<file path="src/sv/stdt_pkg.sv">
package stdt_pkg;

  localparam int unsigned MaxBuckets = 1024;
  localparam int unsigned MaxEntries = 512;
  localparam int unsigned MaxDepth   = 32;

  localparam int unsigned BktW  = $clog2(MaxBuckets);      // bucket index
  localparam int unsigned EntW  = $clog2(MaxEntries);      // entry slot
  localparam int unsigned DepW  = $clog2(MaxDepth);        // frame index in a trace
  localparam int unsigned LenW  = DepW + 1;                // trace length, 0..MaxDepth
  localparam int unsigned CntW  = EntW + 1;                // entries used, 0..MaxEntries
  localparam int unsigned FrmAW = EntW + DepW;             // entry frame store address
  localparam int unsigned BufAW = DepW + 1;                // two trace buffers
  localparam int unsigned BcW   = 11;                      // bucket_count register
  localparam int unsigned FlW   = 15;                      // frame_limit register
  localparam int unsigned CfgW  = 15;

  localparam logic CfgBucketCount = 1'b0;
  localparam logic CfgFrameLimit  = 1'b1;

  localparam logic KindFind = 1'b0;
  localparam logic KindAdd  = 1'b1;

  localparam logic [1:0] StFound    = 2'd0;
  localparam logic [1:0] StAdded    = 2'd1;
  localparam logic [1:0] StNotFound = 2'd2;
  localparam logic [1:0] StFailed   = 2'd3;

  typedef struct packed {
    logic        kind;
    logic [31:0] frame;
    logic        last;
  } in_item_t;

  typedef struct packed {
    logic [1:0]  status;
    logic [8:0]  entry_index;
    logic [31:0] hit_count;
    logic [5:0]  trace_length;
    logic [31:0] total_hits;
    logic [9:0]  total_traces;
  } out_item_t;

  // One finished trace waiting for the chain walk.
  typedef struct packed {
    logic            kind;
    logic [31:0]     hash;
    logic [LenW-1:0] len;
    logic            too_long;
    logic            bank;
  } desc_t;

  typedef struct packed {
    logic             en;
    logic [BufAW-1:0] addr;
    logic [31:0]      data;
  } buf_wr_t;

  typedef struct packed {
    logic clearing;
    logic release_bank;
  } back_stat_t;

endpackage

</file>
<file path="src/sv/stdt_front.sv">
module stdt_front (
  input  logic                  clk_i,
  input  logic                  rst_ni,
  input  logic                  in_valid_i,
  output logic                  in_ready_o,
  input  stdt_pkg::in_item_t    in_data_i,
  input  stdt_pkg::back_stat_t  back_stat_i,
  output stdt_pkg::buf_wr_t     buf_wr_o,
  output logic                  push_o,
  output stdt_pkg::desc_t       push_data_o
);

  logic [31:0]               hash_q, hash_d;
  logic [stdt_pkg::LenW-1:0] len_q, len_d;
  logic                      long_q, long_d;
  logic                      bank_q, bank_d;
  logic [1:0]                busy_q, busy_d;
  logic                      acc;
  logic                      room;
  logic [31:0]               hash_n;
  logic [stdt_pkg::LenW-1:0] len_n;

  assign in_ready_o = (busy_q != 2'd2) && !back_stat_i.clearing;
  assign acc        = in_valid_i && in_ready_o;
  assign room       = len_q != stdt_pkg::LenW'(stdt_pkg::MaxDepth);
  assign hash_n     = hash_q + {16'd0, in_data_i.frame[15:0] ^ in_data_i.frame[31:16]};
  assign len_n      = room ? len_q + 1'b1 : len_q;

  assign buf_wr_o.en   = acc && room;
  assign buf_wr_o.addr = {bank_q, len_q[stdt_pkg::DepW-1:0]};
  assign buf_wr_o.data = in_data_i.frame;

  assign push_o               = acc && in_data_i.last;
  assign push_data_o.kind     = in_data_i.kind;
  assign push_data_o.hash     = hash_n;
  assign push_data_o.len      = len_n;
  assign push_data_o.too_long = long_q || !room;
  assign push_data_o.bank     = bank_q;

  always_comb begin
    hash_d = hash_q;
    len_d  = len_q;
    long_d = long_q;
    bank_d = bank_q;
    if (acc) begin
      if (in_data_i.last) begin
        hash_d = '0;
        len_d  = '0;
        long_d = 1'b0;
        bank_d = !bank_q;
      end else begin
        hash_d = hash_n;
        len_d  = len_n;
        long_d = long_q || !room;
      end
    end
    busy_d = busy_q + {1'b0, push_o} - {1'b0, back_stat_i.release_bank};
  end

  always_ff @(posedge clk_i or negedge rst_ni) begin
    if (!rst_ni) begin
      hash_q <= '0;
      len_q  <= '0;
      long_q <= 1'b0;
      bank_q <= 1'b0;
      busy_q <= '0;
    end else begin
      hash_q <= hash_d;
      len_q  <= len_d;
      long_q <= long_d;
      bank_q <= bank_d;
      busy_q <= busy_d;
    end
  end

endmodule

</file>
<file path="config.mk">
export PLATFORM = sky130hd
export DESIGN_NAME = stdt_front
export DESIGN_NICKNAME = d
export VERILOG_FILES = /design/src/sv/stdt_pkg.sv /design/src/sv/stdt_front.sv
export SDC_FILE = /design/constraint.sdc
export NUM_CORES = 1
export LEC_CHECK = 0
export BUFFER_PORTS_ARGS = -buffer_cell sky130_fd_sc_hd__buf_2
export CELL_PAD_IN_SITES_DETAIL_PLACEMENT = 2
export CELL_PAD_IN_SITES_GLOBAL_PLACEMENT = 2
export CORE_MARGIN = 2
export CORE_UTILIZATION = 33
export CTS_BUF_LIST = sky130_fd_sc_hd__clkbuf_4 sky130_fd_sc_hd__clkbuf_8
export CTS_CLUSTER_SIZE = 30
export DETAILED_ROUTE_END_ITERATION = 16
export PLACE_DENSITY_LB_ADDON = 0.1
export SLEW_MARGIN = 15
export SYNTH_ARGS = -nofsm -noshare
export SYNTH_HDL_FRONTEND = slang
export SYNTH_SLANG_ARGS = --single-unit
</file>
<file path="constraint.sdc">
create_clock -name clk_i -period 5.2 [get_ports clk_i]
set_input_delay 0.26 -clock clk_i [delete_from_list [all_inputs] [get_ports clk_i]]
set_output_delay 0.26 -clock clk_i [all_outputs]
set_load 0.005 [all_outputs]
</file>
* Word-level counts from Yosys, hierarchy flattened
Cells that the tools add are included.
** Word-level totals
- Flip-flop bits (word level) :: 42
- Input port bits :: 39
- Word-level logic and storage cells :: 25
** Cells by class
- $add $sub $neg :: 4
- Eq/ne operators :: 2
- Multiplexer cells :: 4
- Bitwise gates (word level) :: 1
- Reductions and logical operators :: 9
** Operator list (count)
- 32-bit by 16-bit adder with 32-bit output :: 1
- 32-bit two-way mux :: 1
- 16-bit XOR :: 1
- 6-bit two-way mux :: 2
- 6-bit by 1-bit adder with 6-bit output, second input constant :: 1
- 6-bit inequality test, second input constant :: 1
- 1-bit logical AND :: 4
- 1-bit zero test :: 3
- 2-bit by 1-bit adder with 2-bit output :: 1
- 2-bit inequality test, second input constant :: 1
- 2-bit AND reduction :: 1
- 2-bit by 1-bit subtractor with 2-bit output :: 1
- 1-bit logical OR :: 1
- 1-bit two-way mux :: 1

* Depth between registers and ports, before layout
- Depth after elaboration :: 6
- Depth in mapped cells :: 12

* Least setup slack after synthesis
Ideal clock, no wire load.
- Path type :: input to output
- Start point :: input port in_data_i[1] (netlist name)
- End point :: output port push_data_o[32] (netlist name)
- Arrival :: 2.054 ns
- Data required time :: 4.940 ns
- Setup slack :: 2.886 ns
- Stages on the path :: 12
- Path through :: xor2_1 ha_1 inv_1 fa_1 nor2b_1 o211ai_1 nand3b_1 a21oi_4 o21bai_4 buf_6 nand4_1 xnor2_1
** RTL lines
- start: declaration :: RTL line stdt_front.sv:6 : input stdt_pkg::in_item_t in_data_i,
- end: declaration :: RTL line stdt_front.sv:10 : output stdt_pkg::desc_t push_data_o

==> results.sh <==
export IMPL_status="finished clean"
export IMPL_ff2ff_path_depth=8
export IMPL_ir_drop_v=0.0001747
export IMPL_die_y_um=110.1
export IMPL_ys_ff_latch=42
export IMPL_hold_violations=0
export IMPL_setup_violations=0
export IMPL_syn_area_per_cell_um2=8.576
export IMPL_avgRoutedWirePerCell_um=17.09
export IMPL_postCtsSetupBuffers=0
export IMPL_synthCells=433
export IMPL_post_cts_resized=0
export IMPL_finClkSkew_ns=0.007921
export IMPL_grt_overflow=0
export IMPL_synthMostInstantiatedCell="nand2_1"
export IMPL_reg2reg_slack_ns=2.50
export IMPL_die_w_um=110.1
export IMPL_totalPowerFinal_mw=2.037
export IMPL_h_tree_depth=2
export IMPL_critPathLaunchType="register"
export IMPL_fin_crit_sh_pct=63.05
export IMPL_synth_nets=493
export IMPL_io_buffers=118
export IMPL_root_buffer="clkbuf_8"
export IMPL_maxCapViolCount=0
export IMPL_dr_pass1_iters=4
export IMPL_rr_startpoint="hash_q[4]"
export IMPL_worstPathRequired_ns=4.94
export IMPL_switchingPower_mw=0.9348
export IMPL_seq_area_frac_synth_pct=28.30
export IMPL_swShare_pct=45.88
export IMPL_cts_buffers=5
export IMPL_postPlaceCellArea_mm2=0.004109
export IMPL_async_reset_ff_share_pct=100.0
export IMPL_num_rows=38
export IMPL_crit_arrival_ns=3.02
export IMPL_cp_max_fo=6
export IMPL_grt_pass1_vias=3522
export IMPL_totalWireLength_um=11040
export IMPL_synth_area_top_cells="dfrtp_1 (28%), buf_4 (8.7%), ha_1 (6.7%)"
export IMPL_holdCritPathClass="in2async"
export IMPL_vias=3423
export IMPL_yosysTopAreaCell="dfrtp_1"
export IMPL_p_int_mw=1.103
export IMPL_die_area_mm2=0.01212
export IMPL_slew_viol_final=0
export IMPL_cts_hold_buffers=0
export IMPL_gp_congestion=0.7884
export IMPL_grt_pass1_wl_um=17880
export IMPL_antenna_found_initial=0
export IMPL_grt_max_degree=43
export IMPL_synth_cell_types=63
export IMPL_drt_initial_drc_count=76
export IMPL_nets=565
export IMPL_layout_min_cycle_time_ns=3.279
export IMPL_area_growth_pct=13.71
export IMPL_clock_sinks=42
export IMPL_fin_util_pct=38.78
export IMPL_via_per_inst=5.299
export IMPL_initial_utilization_pct=34.11
export IMPL_ioPinCount=121
export IMPL_diodes=0
export IMPL_yosys_area_top_type_share_pct=28.30
export IMPL_synthFlopType="dfrtp_1"
export IMPL_combPwrFrac_pct=59.0
export IMPL_r2r_end="hash_q[27]"
export IMPL_cts_path_max_buffers=2
export IMPL_synth_edff_count=0
export IMPL_ys_warn_count=0
export IMPL_tns_ns=0
export IMPL_dp_hpwl_um=8396
export IMPL_critical_path_class="reg2out"
export IMPL_p_leak_nw=2.112
export IMPL_seqPwrFrac_pct=27.2
export IMPL_netlist_top_cells_count="nand2_1 (48), buf_4 (43), dfrtp_1 (42)"
export IMPL_clockPowerShare_pct=13.8
export IMPL_max_slew_margin_pct=26.35
export IMPL_worst_pin_slew_ns=1.095
export IMPL_power_per_cell_area_mw_per_mm2=482.5
export IMPL_path_clk_slew_ns=0.09
export IMPL_drive_above_1_share_pct=30.04
export IMPL_syn_area_mm2=0.003714
export IMPL_final_cell_area_mm2=0.004223
export IMPL_worstSetupEndpointType="output port"
export IMPL_core_region_area_mm2=0.01089
export IMPL_clk_latency_ns=0.30
export IMPL_fmax_mhz=305.0
export IMPL_rsz0062_at_grt="no"
export IMPL_drtAntennaViolNets=0
export IMPL_post_route_drc_count=0
export IMPL_cts_tree="built"
export IMPL_grt_util_all_layers_pct=18.79
## cell families after synthesis
group	count (synthesis)	share of synthesized area (%)
adder cells (fa/ha/maj)	21	7.278
AO/OA/AOI/OAI	95	19.00
buffers and inverters	75	12.77
XOR/XNOR	53	12.50
multiplexers	6	1.651
AND/OR/NAND/NOR	141	18.50
flip-flops	42	28.30
## power by group through the flow
stage               logic, mW  clock network (mW)  registers [mW]
detailed placement       1.22                   0           0.562
floorplan               0.876                   0           0.496
CTS                      1.23               0.294           0.556
global route             1.37               0.306           0.574
finish                   1.20               0.280           0.554
global placement         1.18                   0           0.554
## sequential cells by signal, summed over array words and instances (netlist names)
signal / count
hash_q: 32
len_q: 6
busy_q: 2
bank_q: 1
long_q: 1
## through the flow
stage                     setup WS (ns)  hold WS [ns]  std cells
final                             1.921       0.04639        646
after global routing              1.691       0.08815        646
after CTS                         1.919       0.06062        646
after detailed placement          2.154        0.4048        638
after global placement            2.176        0.4042        638
after floorplan                   2.886      -0.03559        433
## cell usage in the layout, fill, tap and decap left out, types with 15 or more instances in the layout
cell type  instances
xnor2_1           25
nand2_1           47
nor2_1            26
a21oi_1           20
inv_1             17
o21ai_0           15
dfrtp_1           42
buf_2            118
ha_1              20
xor2_1            28
## metal layers
| metal | share of wire [%] | wire, um | GRT usage [%] |
|---|---|---|---|
| met1 | 45 | 4924 | 24.14 |
| met2 | 51 | 5636 | 34.18 |
| met3 | 3.8 | 422 | 2.058 |
| met4 | 0.52 | 57 | 3.255 |
| met5 | 0 | 0 | 0 |
## final cells by class
| cell class | count | area [um^2] |
|---|---|---|
| Sequential cell | 42 | 1051 |
| Fill cell | 1287 | 6665 |
| Timing Repair Buffer | 123 | 628.1 |
| Tap cell | 140 | 175.2 |
| Inverter | 17 | 63.81 |
| Multi-Input combinational cell | 316 | 2191 |
| Clock inverter | 2 | 37.54 |
| Clock buffer | 6 | 76.32 |
## worst max-delay path, cell delays in order, from the launching register on
cell     delay, ns
dfrtp_1       0.40
ha_1          0.37
a21oi_1       0.25
nand2_1       0.12
o21ai_0       0.30
o21ai_0       0.24
a21oi_1       0.58
nor2_1        0.15
xor2_1        0.17
buf_2         0.13
## worst max path at each step
| stage | from | end | slack, ns | depth (start not counted) |
|---|---|---|---|---|
| after floorplan | in_data_i[1] | push_data_o[32] | 2.89 | 12 |
| after global placement | in_data_i[18] | push_data_o[39] | 2.18 | 11 |
| after detailed placement | in_data_i[21] | push_data_o[39] | 2.15 | 11 |
| after CTS | hash_q[4] | push_data_o[39] | 1.92 | 9 |
| after global routing | hash_q[4] | push_data_o[39] | 1.69 | 9 |
| final | hash_q[4] | push_data_o[39] | 1.92 | 9 |
(Power assumes the default switching activity.)
