===== src/sv/stdt_pkg.sv =====
package stdt_pkg;

  localparam int unsigned MaxBuckets = 1024;
  localparam int unsigned MaxEntries = 512;
  localparam int unsigned MaxDepth   = 32;

  localparam int unsigned BktW  = $clog2(MaxBuckets);      // bucket index
  localparam int unsigned EntW  = $clog2(MaxEntries);      // entry slot
  localparam int unsigned DepW  = $clog2(MaxDepth);        // frame index in a trace
  localparam int unsigned LenW  = DepW + 1;                // trace length, 0..MaxDepth
  localparam int unsigned CntW  = EntW + 1;                // entries used, 0..MaxEntries
  localparam int unsigned FrmAW = EntW + DepW;             // entry frame store address
  localparam int unsigned BufAW = DepW + 1;                // two trace buffers
  localparam int unsigned BcW   = 11;                      // bucket_count register
  localparam int unsigned FlW   = 15;                      // frame_limit register
  localparam int unsigned CfgW  = 15;

  localparam logic CfgBucketCount = 1'b0;
  localparam logic CfgFrameLimit  = 1'b1;

  localparam logic KindFind = 1'b0;
  localparam logic KindAdd  = 1'b1;

  localparam logic [1:0] StFound    = 2'd0;
  localparam logic [1:0] StAdded    = 2'd1;
  localparam logic [1:0] StNotFound = 2'd2;
  localparam logic [1:0] StFailed   = 2'd3;

  typedef struct packed {
    logic        kind;
    logic [31:0] frame;
    logic        last;
  } in_item_t;

  typedef struct packed {
    logic [1:0]  status;
    logic [8:0]  entry_index;
    logic [31:0] hit_count;
    logic [5:0]  trace_length;
    logic [31:0] total_hits;
    logic [9:0]  total_traces;
  } out_item_t;

  // One finished trace waiting for the chain walk.
  typedef struct packed {
    logic            kind;
    logic [31:0]     hash;
    logic [LenW-1:0] len;
    logic            too_long;
    logic            bank;
  } desc_t;

  typedef struct packed {
    logic             en;
    logic [BufAW-1:0] addr;
    logic [31:0]      data;
  } buf_wr_t;

  typedef struct packed {
    logic clearing;
    logic release_bank;
  } back_stat_t;

endpackage


===== src/sv/stdt_queue.sv =====
module stdt_queue (
  input  logic            clk_i,
  input  logic            rst_ni,
  input  logic            push_i,
  input  stdt_pkg::desc_t push_data_i,
  input  logic            pop_i,
  output logic            valid_o,
  output stdt_pkg::desc_t data_o
);

  stdt_pkg::desc_t slot_q [2];
  logic            wptr_q, rptr_q;
  logic [1:0]      cnt_q;

  assign valid_o = cnt_q != 2'd0;
  assign data_o  = slot_q[rptr_q];

  always_ff @(posedge clk_i) begin
    if (push_i) begin
      slot_q[wptr_q] <= push_data_i;
    end
  end

  always_ff @(posedge clk_i or negedge rst_ni) begin
    if (!rst_ni) begin
      wptr_q <= 1'b0;
      rptr_q <= 1'b0;
      cnt_q  <= '0;
    end else begin
      if (push_i) begin
        wptr_q <= !wptr_q;
      end
      if (pop_i) begin
        rptr_q <= !rptr_q;
      end
      cnt_q <= cnt_q + {1'b0, push_i} - {1'b0, pop_i};
    end
  end

endmodule


===== config.mk =====
export PLATFORM = sky130hd
export DESIGN_NAME = stdt_queue
export DESIGN_NICKNAME = d
export VERILOG_FILES = /design/src/sv/stdt_pkg.sv /design/src/sv/stdt_queue.sv
export SDC_FILE = /design/constraint.sdc
export NUM_CORES = 1
export LEC_CHECK = 0
export BUFFER_PORTS_ARGS = -buffer_cell sky130_fd_sc_hd__buf_2
export CORE_UTILIZATION = 50
export DETAILED_ROUTE_END_ITERATION = 10
export HOLD_SLACK_MARGIN = 0.03
export PLACE_DENSITY_LB_ADDON = 0.15
export SETUP_SLACK_MARGIN = 0.3
export SLEW_MARGIN = 10
export SYNTH_ARGS = -nofsm -noshare
export SYNTH_HDL_FRONTEND = slang
export SYNTH_SLANG_ARGS = --single-unit

===== constraint.sdc =====
create_clock -name clk_i -period 3.3 [get_ports clk_i]
set_input_delay 0.165 -clock clk_i [delete_from_list [all_inputs] [get_ports clk_i]]
set_output_delay 0.165 -clock clk_i [all_outputs]
set_load 0.01 [all_outputs]

After elaboration in Yosys (flattened, before gate mapping)
Memory sizes are Yosys's and may differ from the RTL's.
Cells that the tools add are included.
- register bits after elaboration: 4
- bits in writable memories: 82
- input bits: 45
- output and inout port bits: 42
- logic and storage cells: 11
- memories kept: 1
- memories (memory ; depth ; bits a word ; read ports ; clocked after Yosys merged registers in ; wr ports ; line ; source):
    slot_q ; 2 ; 41 ; 1 ; 0 ; 1 ; stdt_queue.sv:11 ; stdt_pkg::desc_t slot_q [2];
- $add $sub $neg: 2
- multiplexer cells: 2
- reduce and logical (&&, ||, !) cells: 3
- operators with widths (cell ; count):
    adder 2 x 1 -> 2 bit ; 1
    logical NOT 1 bit ; 2
    2-to-1 mux 1 bit ; 2
    nonzero test 2 bit ; 1
    subtractor 2 x 1 -> 2 bit ; 1

Logic depth before layout (Yosys ltp)
Gate-level depths: netlist (run 1).
- depth after elaboration: 2
- gate-level depth with buffers: 5
- gate-level depth less buffers: 5

Worst setup path after synthesis (run 1)
No wires, ideal clock.
- kind: register -> register
- start point: register wptr_q
- end point: memory slot_q[0][0] (netlist bit), enable pin
- library setup time: 444 ps
- arrival: 2237 ps
- data required time: 2856 ps
- path slack: 619 ps
- cell stages (with the launch flop): 2
- path buffers: 0
- period minus slack after synthesis: 2681 ps
- cell sequence: dfrtp_1 > nor2b_1
- RTL lines (element ; line ; source):
    start, declared ; stdt_queue.sv:12 ; logic wptr_q, rptr_q;
    start signal, assigned ; stdt_queue.sv:31 ; wptr_q <= !wptr_q;
    end, declared ; stdt_queue.sv:11 ;
Straight into the memory's write port.

==> flow_summary_export.csv, run 1 <==
group,metric,value,unit
outcome,outcome,"complete, but fails checks",
outcome,violations,"DRC",
placed_design,dp_hpwl,3.650,mm
die,fp-row-count,29,
worst_setup_path,critPathCaptureType,"output port",
power_and_ir_drop,p_per_area,769.8,nW/um^2
clock_network,clockBufferDepth,2,
global_routing,use_met1,0.2048,
clock_network,cts_htree_levels,3,
clock_network,clk_pin_slew_worst_paths,80,ps
power_and_ir_drop,leakagePower,1.844,nW
sta,slew_violations,0,
die,die_h,83.91,um
placed_design,place_area,3815,sq um
sta,fin_worst_skew,4.734,ps
placed_design,io_buffers,86,
global_routing,overflow,0,
worst_setup_path,worst_r2r_path_depth,2,
finish,fin_area,4457,sq um
synth,synth.area.top_cells,"edfxtp_1 73%, mux2_4 17%, dfrtp_1 3.0%",
min_path,worstHoldPathType,"input port to register",
placed_design,post-place-ws,1381,ps
finish,syn_to_final_growth,32.86,%
die,io_pins,87,
detailed_routing,via_per_inst,4.806,
sta,grt_setup_unrepaired,"false",
detailed_routing,drt-initial-drc-count,97,
detailed_routing,wirelength,5.766,mm
sta,fin_tns_setup,0,ps
run,drv_cap,0,
sta,slew-limit-headroom,0.3335,
sta,worst_slew_pin_slew,999.8,ps
die,die_area,7041,sq um
sta,fin_crit_sh,0.6836,
synth,syn_nets,189,
worst_setup_path,cp-start-kind,"register",
worst_setup_path,crit_type,"register to output port",
synth,ys_ff_latch,86,
die,initial_core_util,0.5223,
global_routing,use_met2,0.3122,
placed_design,place_inst,302,
synth,synth_top_area_frac,0.7341,
global_routing,grt_use_total,0.1802,
finish,nNetsFinal,326,
min_path,min_from,"push_i",
sta,finalHoldViolations,0,
synth,syn_area,3354,sq um
clock_network,cts_resized,0,
min_path,hold_end,"wptr_q",
finish,fin_util,0.6939,
placed_design,gp_congestion,0.7651,
synth,syn_avg_cell_area,23.62,sq um
global_routing,gr-usage-met3,0.04847,
detailed_routing,drcViolationCount,12,
clock_network,cts_tree,"yes",
synth,synth_warnings,0,
synth,yosysTopAreaCell,"edfxtp_1",
finish,seqCellArea,2564,sq um
detailed_routing,wl_per_cell,15.97,um
sta,clock.fmax,443.3,MHz
worst_setup_path,worstReg2RegEnd,"slot_q[0][18]",
clock_network,clkLatencyLatePin,340,ps
synth,synth_cells,142,
synth,synth_cell_types,13,
global_routing,grt_pass1_vias,1915,
worst_setup_path,worstPathRequired,3130,ps
clock_network,cts_buffers,9,
clock_network,cts.sinks,86,
die,die_w,83.91,um
finish,n_fill_cell,454,
worst_setup_path,reg2reg_slack,1610,ps
detailed_routing,vias,1735,
worst_setup_path,r2r_start,"wptr_q",
detailed_routing,postRouteAntennaNets,0,
global_routing,grt_start_max_net_pins,42,
global_routing,antenna_found_initial,0,
global_routing,grt_pass1_wl,9.190,mm
detailed_routing,firstDrtPassIters,7,
finish,instances_no_fill,361,
finish,multi_input_comb_area,701.9,sq um
min_path,hold_depth,2,
power_and_ir_drop,ir_worst_vdd,0.4656,mV
die,core_area,6422,sq um
worst_setup_path,crit_arrival,2090,ps
clock_network,clockRootBuffer,"clkbuf_8",
finish,drive_above_1_share,0.5211,
sta,finalSetupViolations,0,
synth,seq_area_frac_synth,0.7639,
sta,setup_ws,1044,ps
global_routing,gr-max-usage-layer,"met2",
worst_setup_path,crit_path_max_fanout,23,
sta,fin_crit,2256,ps
finish,diodes,0,
## synth_stat cells
cell type   n
ha_1        2
inv_1       2
and2_1      1
xor3_1      1
mux2_2      2
buf_12      4
mux2_4     39
buf_6       1
dfrtp_1     4
xor2_1      2
edfxtp_1   82
nor2b_1     1
or2_2       1
## flip-flops by register name, indices dropped and copies added (netlist names)
register  count
cnt_q         2
rptr_q        1
wptr_q        1
slot_q       82
## worst max-delay path: stages, from the launching register on
cell	delay (ps)
dfrtp_2	750
buf_4	500
mux2_4	350
buf_2	140
## cell usage in the layout, fill, tap and decap left out
cell type       n
mux2_2          2
dlygate4sd3_1  43
edfxtp_1       82
mux2_4         39
clkbuf_8        9
clkinv_2        3
inv_6           1
or2_2           1
buf_4           2
nor2b_4         1
dfrtp_2         1
inv_1           2
xor3_1          1
dfrtp_1         3
buf_2          86
clkinv_1        1
and2_2          1
xor2_1          2
bufinv_16       2
ha_1            2
## where the power goes
group          switching (W)  leakage [nW]  internal (W)
clock               0.000354         0.111      0.000422
sequential          0.000123         0.815       0.00145
combinational       0.000477         0.918      0.000600
## through the flow
stage               hold slack (ps)  total power (W)
global route                  59.82         0.003599
detailed placement           -21.80         0.002655
floorplan                    -130.6         0.002408
finish                        66.52         0.003431
CTS                           55.25         0.003465
global placement             -25.87         0.002608
## routing by layer
layer | vias up | share of wire
met5 | - | 0
met4 | 0 | 0.026
met3 | 13 | 0.041
met2 | 53 | 0.54
met1 | 844 | 0.39
li1 | 825 | -
## cell type report
class,count,area share
flip-flops and latches,86,0.5752
inverters,2,0.001684
repair buffers,131,0.1965
well taps,77,0.02162
clock inverters,7,0.01965
multi-input cells,49,0.1575
clock buffers,9,0.02779
## kinds of logic after synthesis
group                    Yosys count  share of synthesized area
AND/OR/NAND/NOR                    3                   0.005599
XOR/XNOR                           3                    0.01231
buffers and inverters              7                    0.02947
flip-flops                        86                     0.7639
adder cells (fa/ha/maj)            2                   0.007459
multiplexers                      41                     0.1813
## timing repair
action | in CTS | in global routing
buffers inserted | 0 | 0
endpoints found under the hold margin | 87 | 0
hold buffers | 43 | 0
## worst max path at each step
stage	from	end	slack [ps]	depth (start not counted)
finish	rptr_q	data_o[36]	1040	3
global route	rptr_q	data_o[36]	940	3
CTS	rptr_q	data_o[36]	990	3
detailed placement	rptr_q	data_o[36]	1380	3
global placement	rptr_q	data_o[36]	1430	3
floorplan	wptr_q	slot_q[0][0]	620	1
Power figures use the tool's default switching activity.
==> run 2: changes to the inputs <==
Clock period 3.3 ns to 2.2 ns, I/O delays scaled along.
==> flow_summary_export.csv, run 2 (synthesis results as in run 1) <==
group,metric,value,unit
clock_network,clkLatencyLatePin,340,ps
placed_design,dp_hpwl,3.694,mm
worst_setup_path,cp-endpoint,"data_o[16]",
worst_setup_path,critPathCaptureType,"output port",
finish,fin_area,4509,sq um
worst_setup_path,startpoint,"rptr_q",
worst_setup_path,worstReg2RegEnd,"slot_q[0][17]",
worst_setup_path,cp_cell_sequence,"buf_4, mux2_4, buf_2",
global_routing,overflow,0,
die,die_h,83.91,um
finish,fin_util,0.7021,
sta,worst_slew_pin_slew,561.8,ps
finish,final_cell_mix,"86 x buf_2, 82 x edfxtp_1, 44 x dlygate4sd3_1, 39 x mux2_4, 9 x clkbuf_8",
worst_setup_path,crit_path_max_fanout,24,
die,die_area,7041,sq um
clock_network,cts.sinks,86,
clock_network,cts_htree_levels,3,
detailed_routing,wl_per_cell,15.73,um
detailed_routing,firstDrtPassIters,7,
sta,clock.fmax,581.0,MHz
power_and_ir_drop,ir_worst_vdd,0.8458,mV
worst_setup_path,slowest_stage,"buf_4",
clock_network,clockBufferDepth,2,
detailed_routing,vias,1748,
placed_design,gp_congestion,0.6424,
sta,grt_setup_unrepaired,"false",
clock_network,cts-hold-fix-buffers,44,
worst_setup_path,cp-start-kind,"register",
sta,slew_violations,0,
worst_setup_path,crit_arrival,1610,ps
worst_setup_path,worst_r2r_path_depth,2,
finish,drive_above_1_share,0.5192,
global_routing,grt_pass1_wl,9.177,mm
detailed_routing,via_per_inst,4.802,
detailed_routing,postRouteAntennaNets,0,
power_and_ir_drop,total_power,0.005186,W
worst_setup_path,crit_type,"register to output port",
sta,fin_worst_skew,8.203,ps
worst_setup_path,reg2reg_slack,700,ps
placed_design,io_buffers,86,
sta,fin_crit_sh,0.7824,
clock_network,post_cts_buffers,0,
sta,finalSetupViolations,0,
die,core_area,6422,sq um
detailed_routing,drt-initial-drc-count,72,
die,io_pins,87,
clock_network,clk_pin_slew_worst_paths,80,ps
global_routing,grt_use_total,0.1766,
outcome,outcome,"complete, but fails checks",
power_and_ir_drop,p_per_area,1150,nW/um^2
finish,largest_reg_flops,82,
clock_network,cts_buffers,9,
clock_network,cts_tree,"yes",
finish,reg_top3,"slot_q x82, cnt_q x2",
min_path,worstHoldPathType,"input port to async pin",
sta,fin_crit,1721,ps
die,fp-row-count,29,
clock_network,clockRootBuffer,"clkbuf_8",
finish,instances_no_fill,364,
power_and_ir_drop,leakagePower,1.863,nW
worst_setup_path,r2r_start,"wptr_q",
finish,n_fill_cell,409,
detailed_routing,wirelength,5.725,mm
finish,top_register,"slot_q",
global_routing,antenna_found_initial,0,
worst_setup_path,cpPeakStageDelay,390,ps
clock_network,cts_resized,0,
sta,slew-limit-headroom,0.6246,
finish,diodes,0,
outcome,violations,"DRC",
worst_setup_path,worstPathRequired,2090,ps
global_routing,grt_pass1_vias,1966,
global_routing,grt_start_max_net_pins,25,
finish,syn_to_final_growth,34.43,%
finish,final_common_cell,"buf_2",
detailed_routing,drcViolationCount,8,
sta,finalHoldViolations,0,
finish,nNetsFinal,329,
placed_design,place_inst,304,
placed_design,place_area,3855,sq um
die,initial_core_util,0.5223,
sta,fin_tns_setup,0,ps
run,drv_cap,0,
die,die_w,83.91,um
run 2: changes by cell type in the layout (fill, tap and decap cells not counted):
cell,before,now
inv_6,1,0
clkinv_4,0,2
clkbuf_1,0,1
clkinv_2,3,1
dlygate4sd3_1,43,44
buf_12,0,2
run 2: worst max-delay path: cells and delay by family (launching register included):
kind / cells / cell delay (ps)
flip-flops: 1 / 370
multiplexers: 1 / 350
buffers and inverters: 2 / 530
run 2: stage by stage:
step | setup WS [ps] | hold WS, ps
detailed placement | 726.5 | -75.88
CTS | 477.9 | 89.88
global placement | 777.2 | -81.38
finish | 478.7 | 106.9
global route | 428.5 | 100.4
floorplan | 301.2 | -185.6
run 2: final cells by class:
cell class	count	area, sq um	share of cell area
Inverter	2	7.507	0.001665
Timing Repair Buffer	134	925.9	0.2053
Clock inverter	6	86.33	0.01915
Sequential cell	86	2564	0.5685
Clock buffer	10	127.6	0.02830
Tap cell	77	96.34	0.02137
Multi-Input combinational cell	49	701.9	0.1557
run 2: where the power goes:
| group | total [W] | internal (W) | switching (W) | leakage, nW |
|---|---|---|---|---|
| sequential | 0.00228 | 0.00218 | 0.0000997 | 0.815 |
| clock | 0.00116 | 0.000638 | 0.000519 | 0.108 |
| combinational | 0.00175 | 0.000944 | 0.000808 | 0.939 |
run 2: worst min-delay path by stage:
| stage | startpoint | end | slack, ps | cells past startpoint |
|---|---|---|---|---|
| floorplan | rst_ni | cnt_q[0] | -190 | 0 |
| global placement | rst_ni | cnt_q[0] | -80 | 1 |
| detailed placement | rst_ni | cnt_q[0] | -80 | 1 |
| CTS | rst_ni | cnt_q[0] | 90 | 2 |
| global route | rst_ni | cnt_q[0] | 100 | 2 |
| finish | rst_ni | wptr_q | 110 | 2 |
run 2: metal layers:
layer / GRT usage / wire (um)
met1: 0.1996 / 2261
met4: 0.09091 / 119
met2: 0.3077 / 3070
met3: 0.04649 / 274
met5: 0 / 0
==> run 3: changes to the inputs <==
Clock period 2.2 ns to 1.6 ns, I/O delays scaled along.
==> flow_summary_export.csv, run 3 (synthesis results as in run 1) <==
group,metric,value,unit
finish,final_common_cell,"buf_2",
global_routing,gr-max-usage-layer,"met2",
finish,final_cell_mix,"86 x buf_2, 82 x edfxtp_1, 44 x dlygate4sd3_1, 39 x mux2_4, 9 x clkbuf_8",
global_routing,grt_pass1_vias,1950,
finish,nNetsFinal,331,
run,drv_cap,0,
die,io_pins,87,
clock_network,post_cts_buffers,0,
sta,fin_worst_skew,2.896,ps
sta,fin_crit_sh,0.9485,
placed_design,io_buffers,86,
die,die_h,83.91,um
global_routing,grt_use_total,0.1698,
detailed_routing,vias,1750,
sta,finalHoldViolations,0,
power_and_ir_drop,leakagePower,1.860,nW
detailed_routing,postRouteAntennaNets,0,
detailed_routing,wl_per_cell,15.04,um
finish,fin_util,0.7027,
global_routing,antenna_found_initial,0,
detailed_routing,drcViolationCount,10,
worst_setup_path,cpPeakStageDelay,410,ps
clock_network,clkLatencyLatePin,330,ps
sta,slew_violations,0,
detailed_routing,drt-initial-drc-count,98,
sta,slew-limit-headroom,0.7959,
outcome,violations,"DRC",
die,die_w,83.91,um
global_routing,grt_start_max_net_pins,24,
global_routing,use_met1,0.1890,
worst_setup_path,worstPathRequired,1520,ps
clock_network,clockBufferDepth,2,
die,initial_core_util,0.5223,
finish,instances_no_fill,366,
finish,diodes,0,
worst_setup_path,slowest_stage,"dfrtp_2",
sta,finalSetupViolations,0,
worst_setup_path,cp_num_buf_inv,2,
finish,reg_top3,"slot_q x82, cnt_q x2",
global_routing,grt_pass1_wl,8.894,mm
die,core_area,6422,sq um
min_path,worstHoldPathType,"input port to async pin",
finish,drive_above_1_share,0.5225,
outcome,outcome,"complete, but fails checks",
clock_network,clk_pin_slew_worst_paths,80,ps
worst_setup_path,crit_type,"register to output port",
worst_setup_path,crit_path_max_fanout,19,
finish,syn_to_final_growth,34.54,%
global_routing,gr-usage-met3,0.03561,
clock_network,cts_tree,"yes",
detailed_routing,wirelength,5.504,mm
power_and_ir_drop,total_power,0.007020,W
clock_network,cts_buffers,9,
sta,grt_setup_unrepaired,"true",
clock_network,cts.sinks,86,
die,die_area,7041,sq um
placed_design,gp_congestion,0.7214,
sta,worst_slew_pin_slew,306.2,ps
power_and_ir_drop,p_per_area,1556,nW/um^2
power_and_ir_drop,ir_worst_vdd,0.9046,mV
sta,clock.fmax,658.9,MHz
die,fp-row-count,29,
worst_setup_path,crit_arrival,1440,ps
clock_network,cts_htree_levels,3,
clock_network,cts_resized,0,
placed_design,dp_hpwl,3.679,mm
sta,fin_tns_setup,0,ps
finish,largest_reg_flops,82,
global_routing,use_met2,0.3048,
worst_setup_path,critPathCaptureType,"output port",
detailed_routing,firstDrtPassIters,7,
worst_setup_path,cp_cell_sequence,"buf_12, mux2_2, buf_2",
finish,top_register,"slot_q",
worst_setup_path,cp-start-kind,"register",
detailed_routing,via_per_inst,4.781,
worst_setup_path,crit_family,"flip-flops",
global_routing,overflow,0,
sta,fin_crit,1518,ps
placed_design,place_inst,306,
clock_network,clockRootBuffer,"clkbuf_8",
run 3: cell count changes in the layout (fill, tap and decap cells not counted), sizes merged:
cell | before | now
clkinvlp | 0 | 2
clkinv | 4 | 3
buf | 90 | 92
bufinv | 2 | 1
run 3: layout make-up:
| cell class | count | area [sq um] |
|---|---|---|
| multi-input combinational | 49 | 701.9 |
| fill | 428 | 1909 |
| clock inverter | 6 | 62.56 |
| tap | 77 | 96.34 |
| timing repair buffer | 136 | 953.4 |
| inverter | 2 | 7.507 |
| clock buffer | 10 | 127.6 |
| sequential | 86 | 2564 |
run 3: path summary, 6_finish.rpt:
| kind | cells after the start | slack (ps) | startpoint | end |
|---|---|---|---|---|
| worst max-delay path | 3 | 80 | rptr_q | data_o[0] |
| worst min-delay path | 2 | 80 | rst_ni | rptr_q |
| worst min register to register | 1 | 550 | wptr_q | wptr_q |
| max in group asynchronous | 2 | 1380 | rst_ni | rptr_q |
| min in group clk_i | 2 | 460 | push_data_i[33] | slot_q[0][33] |
| worst max register to register | 2 | 380 | wptr_q | slot_q[1][12] |
run 3: metal layers:
layer / part of all wire / wire length [um] / vias to the layer above
met3: 0.040 / 219 / 11
met1: 0.39 / 2120 / 855
met5: 0 / 0 / -
met2: 0.55 / 3054 / 52
met4: 0.020 / 109 / 0
li1: - / - / 832
run 3: report_power, final:
group	switching [W]	internal (W)
Sequential	0.000147	0.00299
Clock	0.000703	0.000716
Combinational	0.00110	0.00136
Total	0.00195	0.00507
run 3: repair_timing:
item / 4_1_cts / 5_1_grt
endpoints found under the setup margin: 41 / 41
hold buffers: 44 / 0
cloned: 0 / 0
endpoints found under the hold margin: 88 / 0
run 3: worst reg2reg max path: cells and delay by family (launching register included):
kind | cells | cell delay, ps
buffers and inverters | 1 | 270
DFF | 1 | 420
and+or+nand+nor | 1 | 210
run 3: metrics by stage:
step | worst slack, ps | hold slack (ps) | cell area (sq um)
after global routing | 24.24 | 66.62 | 4513
final | 82.40 | 82.38 | 4513
after CTS | 56.86 | 55.64 | 4513
after global placement | 433.9 | -110.8 | 3882
after detailed placement | 367.1 | -106.2 | 3882
after floorplan | 144.8 | -215.6 | 3363
